### src/sv/assert_macros.svh
// Assertion macros shared by the arithmetic unit RTL.
`ifndef ASSERT_MACROS_SVH
`define ASSERT_MACROS_SVH

// Generic clocked property with an active-low reset guard.
`define CAU_ASSERT(label, clk, rst_n, prop) \
    label: assert property (@(posedge clk) disable iff (!rst_n) prop) \
        else $error("assertion failed");

// Overlapping implication built on the generic form.
`define CAU_ASSERT_IMPL(label, clk, rst_n, ante, cons) \
    `CAU_ASSERT(label, clk, rst_n, ((ante) |-> (cons)))

`endif

### src/sv/cau_pkg.sv
// Package with the operation codes of the complex arithmetic unit.
package cau_pkg;

    localparam int KIND_W = 3;

    typedef enum logic [KIND_W-1:0] {
        KIND_ADD    = 3'd0,
        KIND_SUB    = 3'd1,
        KIND_MUL_RE = 3'd2,
        KIND_MUL_IM = 3'd3,
        KIND_CMUL   = 3'd4,
        KIND_MAG    = 3'd5
    } t_kind;

endpackage

### src/sv/complex_arithmetic_unit.sv
// Pipelined complex arithmetic unit on signed fixed-point operands.
//
// A command beat is taken at each rising edge with start high and busy low.
// busy is always low, so a new command may be issued in every cycle.
// The command selects add, subtract, real scale, imaginary scale, complex
// multiply or magnitude, applied to i_a_re/i_a_im with i_b_re/i_b_im or i_scale.
// Each result beat is shown for exactly one cycle with o_done high.
// One result leaves per cycle.
// The depth is set by an input register, a multiplier stage, a combine stage
// and a square root pipeline that settles one root bit per stage.
// All operations travel through the full depth so results stay in order.
// Reset clears every valid bit; commands in flight are dropped.
// The receiver cannot stall, so no result is ever held back.
module complex_arithmetic_unit #(
    parameter int DATA_WIDTH = 16,
    parameter int FRAC_BITS  = 8
) (
    input  logic                               i_clk,
    input  logic                               i_rst_n,
    input  logic                               start,
    output logic                               busy,
    input  logic [cau_pkg::KIND_W-1:0]         i_kind,
    input  logic signed [DATA_WIDTH-1:0]       i_a_re,
    input  logic signed [DATA_WIDTH-1:0]       i_a_im,
    input  logic signed [DATA_WIDTH-1:0]       i_b_re,
    input  logic signed [DATA_WIDTH-1:0]       i_b_im,
    input  logic signed [DATA_WIDTH-1:0]       i_scale,
    output logic                               o_done,
    output logic signed [DATA_WIDTH-1:0]       o_res_re,
    output logic signed [DATA_WIDTH-1:0]       o_res_im,
    output logic [DATA_WIDTH-1:0]              o_magnitude,
    output logic                               o_overflow
);
    import cau_pkg::*;
    `include "assert_macros.svh"

    localparam int W   = DATA_WIDTH;
    localparam int P   = 2 * DATA_WIDTH;
    localparam int V   = 2 * DATA_WIDTH + 1;
    localparam int LAT = DATA_WIDTH + 3;
    localparam logic signed [W-1:0] SAT_MAX = {1'b0, {(W-1){1'b1}}};
    localparam logic signed [W-1:0] SAT_MIN = {1'b1, {(W-1){1'b0}}};

    function automatic logic [W+2:0] sq_step(input logic [W+1:0] rem_in,
                                             input logic [W-1:0] root_in,
                                             input logic [1:0]   pair);
        logic [W+1:0] rem_sh;
        logic [W+1:0] trial;
        rem_sh = {rem_in[W-1:0], pair};
        trial  = {root_in, 2'b01};
        if (rem_sh >= trial) begin
            return {1'b1, rem_sh - trial};
        end
        return {1'b0, rem_sh};
    endfunction

    function automatic logic [W:0] sat_wide(input logic signed [V-1:0] v);
        logic [V-W:0] hi;
        hi = v[V-1:W-1];
        if ((&hi) || !(|hi)) begin
            return {1'b0, v[W-1:0]};
        end
        return {1'b1, (v[V-1] ? SAT_MIN : SAT_MAX)};
    endfunction

    // Input register with multiplier operand selection.
    logic                  r_s1_vld;
    t_kind                 r_s1_kind;
    logic signed [W-1:0]   r_s1_ar, r_s1_ai, r_s1_br, r_s1_bi;
    logic signed [W-1:0]   r_s1_op0, r_s1_op1, r_s1_op2, r_s1_op3;
    logic signed [W-1:0]   n_s1_op0, n_s1_op1, n_s1_op2, n_s1_op3;

    // Product stage.
    logic                  r_s2_vld;
    t_kind                 r_s2_kind;
    logic signed [P-1:0]   r_s2_m0, r_s2_m1, r_s2_m2, r_s2_m3;
    logic signed [W:0]     r_s2_sum_re, r_s2_sum_im;
    logic signed [W:0]     n_s2_sum_re, n_s2_sum_im;

    // Combine stage.
    logic                  r_s3_vld;
    logic signed [V-1:0]   r_s3_re, r_s3_im;
    logic [P-1:0]          r_s3_sq;
    logic signed [V-1:0]   n_s3_re, n_s3_im;
    logic [P-1:0]          n_s3_sq;
    logic signed [V-1:0]   d_re, d_im;

    // Square root stages with the saturated results riding along.
    logic                  r_vld  [W];
    logic [W+1:0]          r_rem  [W];
    logic [W-1:0]          r_root [W];
    logic [P-1:0]          r_nr   [W-1];
    logic signed [W-1:0]   r_re   [W];
    logic signed [W-1:0]   r_im   [W];
    logic                  r_ovf  [W];
    logic [W+1:0]          n_rem  [W];
    logic [W-1:0]          n_root [W];
    logic [P-1:0]          n_nr   [W-1];
    logic [W:0]            sat_re, sat_im;

    assign busy = 1'b0;

    always_comb begin
        n_s1_op0 = '0;
        n_s1_op1 = '0;
        n_s1_op2 = '0;
        n_s1_op3 = '0;
        case (t_kind'(i_kind))
            KIND_MUL_RE: begin
                n_s1_op0 = i_scale;
                n_s1_op3 = i_scale;
            end
            KIND_MUL_IM: begin
                n_s1_op1 = i_scale;
                n_s1_op2 = i_scale;
            end
            KIND_CMUL: begin
                n_s1_op0 = i_b_re;
                n_s1_op1 = i_b_im;
                n_s1_op2 = i_b_im;
                n_s1_op3 = i_b_re;
            end
            KIND_MAG: begin
                n_s1_op0 = i_a_re;
                n_s1_op1 = i_a_im;
            end
            default: begin
                n_s1_op0 = '0;
            end
        endcase
    end

    always_comb begin
        if (r_s1_kind == KIND_SUB) begin
            n_s2_sum_re = $signed({r_s1_ar[W-1], r_s1_ar}) - $signed({r_s1_br[W-1], r_s1_br});
            n_s2_sum_im = $signed({r_s1_ai[W-1], r_s1_ai}) - $signed({r_s1_bi[W-1], r_s1_bi});
        end else begin
            n_s2_sum_re = $signed({r_s1_ar[W-1], r_s1_ar}) + $signed({r_s1_br[W-1], r_s1_br});
            n_s2_sum_im = $signed({r_s1_ai[W-1], r_s1_ai}) + $signed({r_s1_bi[W-1], r_s1_bi});
        end
    end

    always_comb begin
        d_re    = $signed({r_s2_m0[P-1], r_s2_m0}) - $signed({r_s2_m1[P-1], r_s2_m1});
        d_im    = $signed({r_s2_m2[P-1], r_s2_m2}) + $signed({r_s2_m3[P-1], r_s2_m3});
        n_s3_re = '0;
        n_s3_im = '0;
        n_s3_sq = '0;
        case (r_s2_kind)
            KIND_ADD, KIND_SUB: begin
                n_s3_re = $signed({{W{r_s2_sum_re[W]}}, r_s2_sum_re});
                n_s3_im = $signed({{W{r_s2_sum_im[W]}}, r_s2_sum_im});
            end
            KIND_MUL_RE, KIND_MUL_IM, KIND_CMUL: begin
                n_s3_re = d_re >>> FRAC_BITS;
                n_s3_im = d_im >>> FRAC_BITS;
            end
            KIND_MAG: begin
                n_s3_sq = $unsigned(r_s2_m0) + $unsigned(r_s2_m1);
            end
            default: begin
                n_s3_sq = '0;
            end
        endcase
    end

    always_comb begin
        logic [W+2:0] st;
        sat_re    = sat_wide(r_s3_re);
        sat_im    = sat_wide(r_s3_im);
        st        = sq_step('0, '0, r_s3_sq[P-1 -: 2]);
        n_rem[0]  = st[W+1:0];
        n_root[0] = {{(W-1){1'b0}}, st[W+2]};
        n_nr[0]   = {r_s3_sq[P-3:0], 2'b00};
        for (int j = 1; j < W; j++) begin
            st        = sq_step(r_rem[j-1], r_root[j-1], r_nr[j-1][P-1 -: 2]);
            n_rem[j]  = st[W+1:0];
            n_root[j] = {r_root[j-1][W-2:0], st[W+2]};
        end
        for (int j = 1; j < W - 1; j++) begin
            n_nr[j] = {r_nr[j-1][P-3:0], 2'b00};
        end
    end

    always_ff @(posedge i_clk) begin
        if (!i_rst_n) begin
            r_s1_vld <= 1'b0;
            r_s2_vld <= 1'b0;
            r_s3_vld <= 1'b0;
            for (int j = 0; j < W; j++) begin
                r_vld[j] <= 1'b0;
            end
        end else begin
            r_s1_vld <= start && !busy;
            r_s2_vld <= r_s1_vld;
            r_s3_vld <= r_s2_vld;
            r_vld[0] <= r_s3_vld;
            for (int j = 1; j < W; j++) begin
                r_vld[j] <= r_vld[j-1];
            end
        end
    end

    always_ff @(posedge i_clk) begin
        r_s1_kind   <= t_kind'(i_kind);
        r_s1_ar     <= i_a_re;
        r_s1_ai     <= i_a_im;
        r_s1_br     <= i_b_re;
        r_s1_bi     <= i_b_im;
        r_s1_op0    <= n_s1_op0;
        r_s1_op1    <= n_s1_op1;
        r_s1_op2    <= n_s1_op2;
        r_s1_op3    <= n_s1_op3;
        r_s2_kind   <= r_s1_kind;
        r_s2_m0     <= P'(r_s1_ar) * P'(r_s1_op0);
        r_s2_m1     <= P'(r_s1_ai) * P'(r_s1_op1);
        r_s2_m2     <= P'(r_s1_ar) * P'(r_s1_op2);
        r_s2_m3     <= P'(r_s1_ai) * P'(r_s1_op3);
        r_s2_sum_re <= n_s2_sum_re;
        r_s2_sum_im <= n_s2_sum_im;
        r_s3_re     <= n_s3_re;
        r_s3_im     <= n_s3_im;
        r_s3_sq     <= n_s3_sq;
        r_re[0]     <= sat_re[W-1:0];
        r_im[0]     <= sat_im[W-1:0];
        r_ovf[0]    <= sat_re[W] | sat_im[W];
        for (int j = 0; j < W; j++) begin
            r_rem[j]  <= n_rem[j];
            r_root[j] <= n_root[j];
        end
        for (int j = 0; j < W - 1; j++) begin
            r_nr[j] <= n_nr[j];
        end
        for (int j = 1; j < W; j++) begin
            r_re[j]  <= r_re[j-1];
            r_im[j]  <= r_im[j-1];
            r_ovf[j] <= r_ovf[j-1];
        end
    end

    assign o_done      = r_vld[W-1];
    assign o_res_re    = r_re[W-1];
    assign o_res_im    = r_im[W-1];
    assign o_magnitude = r_root[W-1];
    assign o_overflow  = r_ovf[W-1];

    logic res_zero;
    logic res_sat;

    assign res_zero = (o_res_re == '0) && (o_res_im == '0) && !o_overflow;
    assign res_sat  = (o_res_re == SAT_MAX) || (o_res_re == SAT_MIN) ||
                      (o_res_im == SAT_MAX) || (o_res_im == SAT_MIN);

    `CAU_ASSERT_IMPL(a_latency, i_clk, i_rst_n, start && !busy, ##LAT o_done)
    `CAU_ASSERT_IMPL(a_mag_only, i_clk, i_rst_n, o_done && (o_magnitude != '0), res_zero)
    `CAU_ASSERT_IMPL(a_ovf_sat, i_clk, i_rst_n, o_done && o_overflow, res_sat)
    `CAU_ASSERT_IMPL(a_rem_bound, i_clk, i_rst_n, o_done, r_rem[W-1] <= {1'b0, r_root[W-1], 1'b0})

endmodule

### config.mk
export PLATFORM = sky130hd
export DESIGN_NAME = complex_arithmetic_unit
export DESIGN_NICKNAME = d
export VERILOG_FILES = /design/src/sv/cau_pkg.sv /design/src/sv/complex_arithmetic_unit.sv
export VERILOG_INCLUDE_DIRS = /design/src /design/src/sv
export SDC_FILE = /design/constraint.sdc
export NUM_CORES = 2
export LEC_CHECK = 0
export BUFFER_PORTS_ARGS = -buffer_cell sky130_fd_sc_hd__buf_2
export CORE_ASPECT_RATIO = 0.75
export CORE_MARGIN = 2
export CORE_UTILIZATION = 35
export CTS_CLUSTER_SIZE = 25
export DETAILED_ROUTE_END_ITERATION = 10
export GPL_TIMING_DRIVEN = 0
export HOLD_SLACK_MARGIN = 0.08
export PLACE_DENSITY_LB_ADDON = 0.25
export SLEW_MARGIN = 20
export SYNTH_ARGS = -nofsm -noshare
export SYNTH_HDL_FRONTEND = slang
export SYNTH_SLANG_ARGS = --single-unit
### constraint.sdc
create_clock -name i_clk -period 8.3 [get_ports i_clk]
set_input_delay 1.66 -clock i_clk [delete_from_list [all_inputs] [get_ports i_clk]]
set_output_delay 1.66 -clock i_clk [all_outputs]
set_load 0.02 [all_outputs]
==> results.md <==
- Outcome: finished, final reports clean
- Setup bufs post-CTS: 0
- Skew-Pair Late Insertion Delay: 0.81 ns
- Lkg Pwr: 45.7 nW
- Crit-path max FO: 10
- CTS tree: built
- CP required: 8.86 ns
- Syn avg cell area: 10.2 sq um
- DRC viols: 0
- Slew Viols, Final: 0
- Setup ws final: 0.271 ns
- Max Clock Skew: 0.0668 ns
- DR pass1 iterations: 5
- Pwr/cell area: 352 nW/um^2
- F_max: 125 MHz
- Die area: 250000 sq um
- Initial antenna violation count: 34
- Fillers: 24000
- Fin crit share: 96.7%
- Slew headroom: 12.5%
- Sequential cell area: 30500 sq um
- TritonCTS Sinks: 1525
- Io pins: 137
- Nets: 10500
- Final ANT Viol Nets: 0
- Die X: 577 um
- Cells after synthesis: 8421
- Fin crit period: 8.03 ns
- Worst vdd ir: 0.389 mV
- Final setup fails: 0
- Cell Rows: 157
- Starting Density: 35.3%
- Largest net degree at the start of global routing: 17
- Area of the multi-input gates: 49100 sq um
- Routed len/inst: 19.4 um
- Vias after detailed routing: 57000
- Tot Pwr: 33.9 mW
- Placer Congestion: 0.940
- H-tree depth: 4
- Synth warn: 0
- Crit Path Category: register to register
- Design area: 96400 sq um
- Area delta synth->final: 11.8%
- Commonest non-fill, non-tap cells in the layout: dfxtp_1 (1524), inv_1 (1469), fa_1 (1051)
- Final wirelength: 234000 um
- GRT Util Overall: 18.8%
- Cts bufs inserted: 159
- Primary FF master, synth: dfxtp_1
- Data arrival, critical path: 8.59 ns
- Post-CTS Hold Fix Bufs: 0
- Placed Area: 91000 sq um
- Worst-Margin Slew: 1.31 ns
- Detailed placement HPWL: 193000 um
- Most common cell after layout, fill and taps aside: dfxtp_1
- Vias in the first global route: 57800
- Share of cells above drive strength 1: 5.91%
- 1st-iter DRT viols: 4322
- Sum Neg Setup Slack: 0 ns
- Final hold violation count: 0
- First-pass GRT wire length: 354000 um
- Vias per cell: 4.71
- Die Ht: 434 um
- Flip-flop and latch count after synthesis: 1525
- CP Capture Type: register
- Number of synthesized flops with an enable pin: 0
- Clock Path Buffers: 4
- CP startpoint kind: register
- Clk pin slew, worst setup/hold paths: 0.06 ns
- Total gr overflow: 0
- Sequential-to-total area share from yosys stat: 35.4%
- Mapped cell area: 86200 sq um
- Async SR Flop Fraction: 0%
- Synth cell types: 89
- Worst hold path class: register to register
- Buffers on Ports: 135
- Pre-CTS setup slack: -0.496 ns
- Core area: 245000 sq um
- Clock root buffer: clkbuf_16
- Max cap viols: 0
[cells by family (layout without fill, tap and decap cells)]
logic type / count (synthesis) / after routing / synth area share [%]
simple gates: 2087 / 2087 / 11.9
other cells: 1 / 10 / 0.00435
buf+inv: 1743 / 2155 / 7.74
compound gates: 975 / 975 / 7.29
flops: 1525 / 1525 / 35.4
fa+ha+maj: 1659 / 1659 / 33.2
xor+xnor: 402 / 402 / 4.08
mux: 29 / 29 / 0.366
[registers in the layout (all words and copies together) (netlist names), 17 cells and up]
signal and count:
r_re 256, r_s2_sum_im 17, r_s3_im 25, r_rem 224, r_nr 240, r_im 256
r_s3_re 25, r_s2_m2 32, r_root 136, r_s2_sum_re 17, r_s3_sq 32, r_s2_m0 32
r_s2_m1 32, r_s2_m3 32
[timing repair]
item                       in CTS  in global routing
setup endpoints to repair       2                  9
resized for setup               3                 41
hold endpoints to repair        0                  0
cloned                          0                  0
[path summary, 6_finish.rpt]
check	start	end	slack, ns	cells after the start
setup reg to reg	r_s1_ai[10]	r_s2_m1[30]	0.27	19
setup / recovery	r_s1_ai[10]	r_s2_m1[30]	0.27	19
hold / removal	r_nr[0][177]	r_nr[0][209]	0.28	0
hold reg to reg	r_nr[0][177]	r_nr[0][209]	0.28	0
[cells in the mapped netlist (65+ instances only)]
master,count,area (sq um)
nand2b_1,65,407
a21o_1,104,781
nor2_1,353,1330
inv_1,1469,5510
dfxtp_1,1525,30500
xnor2_1,277,2430
a21oi_1,309,1550
o21ai_0,190,951
nor3_1,95,475
and2_1,523,3270
o21a_1,77,578
xor2_1,125,1090
clkbuf_1,224,841
nand2_1,731,2740
fa_1,1051,21000
ha_1,608,7610
nand3_1,72,360
[metal layers]
| metal | up-vias | track usage, % | routed length (um) |
|---|---|---|---|
| li1 | 26800 | - | - |
| met1 | 28200 | 27.6 | 111000 |
| met2 | 1734 | 28.0 | 98400 |
| met3 | 283 | 3.79 | 18700 |
| met4 | 4 | 5.16 | 6420 |
| met5 | - | 0 | 20 |
[critical path: stages (launching register included)]
cell and delay, ns:
dfxtp_1 0.74, clkbuf_1 0.74, nand2_1 0.18, fa_1 0.55, fa_1 0.58, fa_1 0.46
fa_1 0.56, inv_1 0.05, fa_1 0.51, fa_1 0.46, ha_1 0.38, o21a_1 0.14
o211ai_1 0.10, o31ai_1 0.39, nand3_1 0.21, o211ai_1 0.32, nand4_1 0.24, nand2_1 0.18
a311oi_1 0.12, xnor2_1 0.86
[power breakdown]
group | internal [mW] | leakage [nW] | total, mW | switching (mW)
clock network | 4.26 | 2.60 | 7.22 | 2.95
registers | 9.73 | 12.6 | 11.0 | 1.26
logic | 5.92 | 30.4 | 15.7 | 9.79
total | 19.9 | 45.7 | 33.9 | 14.0
[metrics by stage]
stage | utilization (%) | hold slack, ns | std cells
after floorplan | - | 0.310 | 8422
after global placement | 37.2 | 0.310 | 11800
after detailed placement | 37.2 | 0.312 | 11800
after CTS | 39.4 | 0.281 | 12100
after global routing | 39.4 | 0.300 | 12100
final | 39.4 | 0.284 | 12100
[final cells by class]
type                       instances  share of cell area [%]
inverter                        1470                    5.72
multi-input combinational       5154                    50.9
clock buffer                     209                    4.61
antenna                            8                  0.0208
tap                             3259                    4.23
sequential                      1525                    31.7
clock inverter                    66                   0.877
buffer                           273                    1.23
timing repair buffer             137                   0.720
Note: power is estimated with default switching activity, not from simulation.
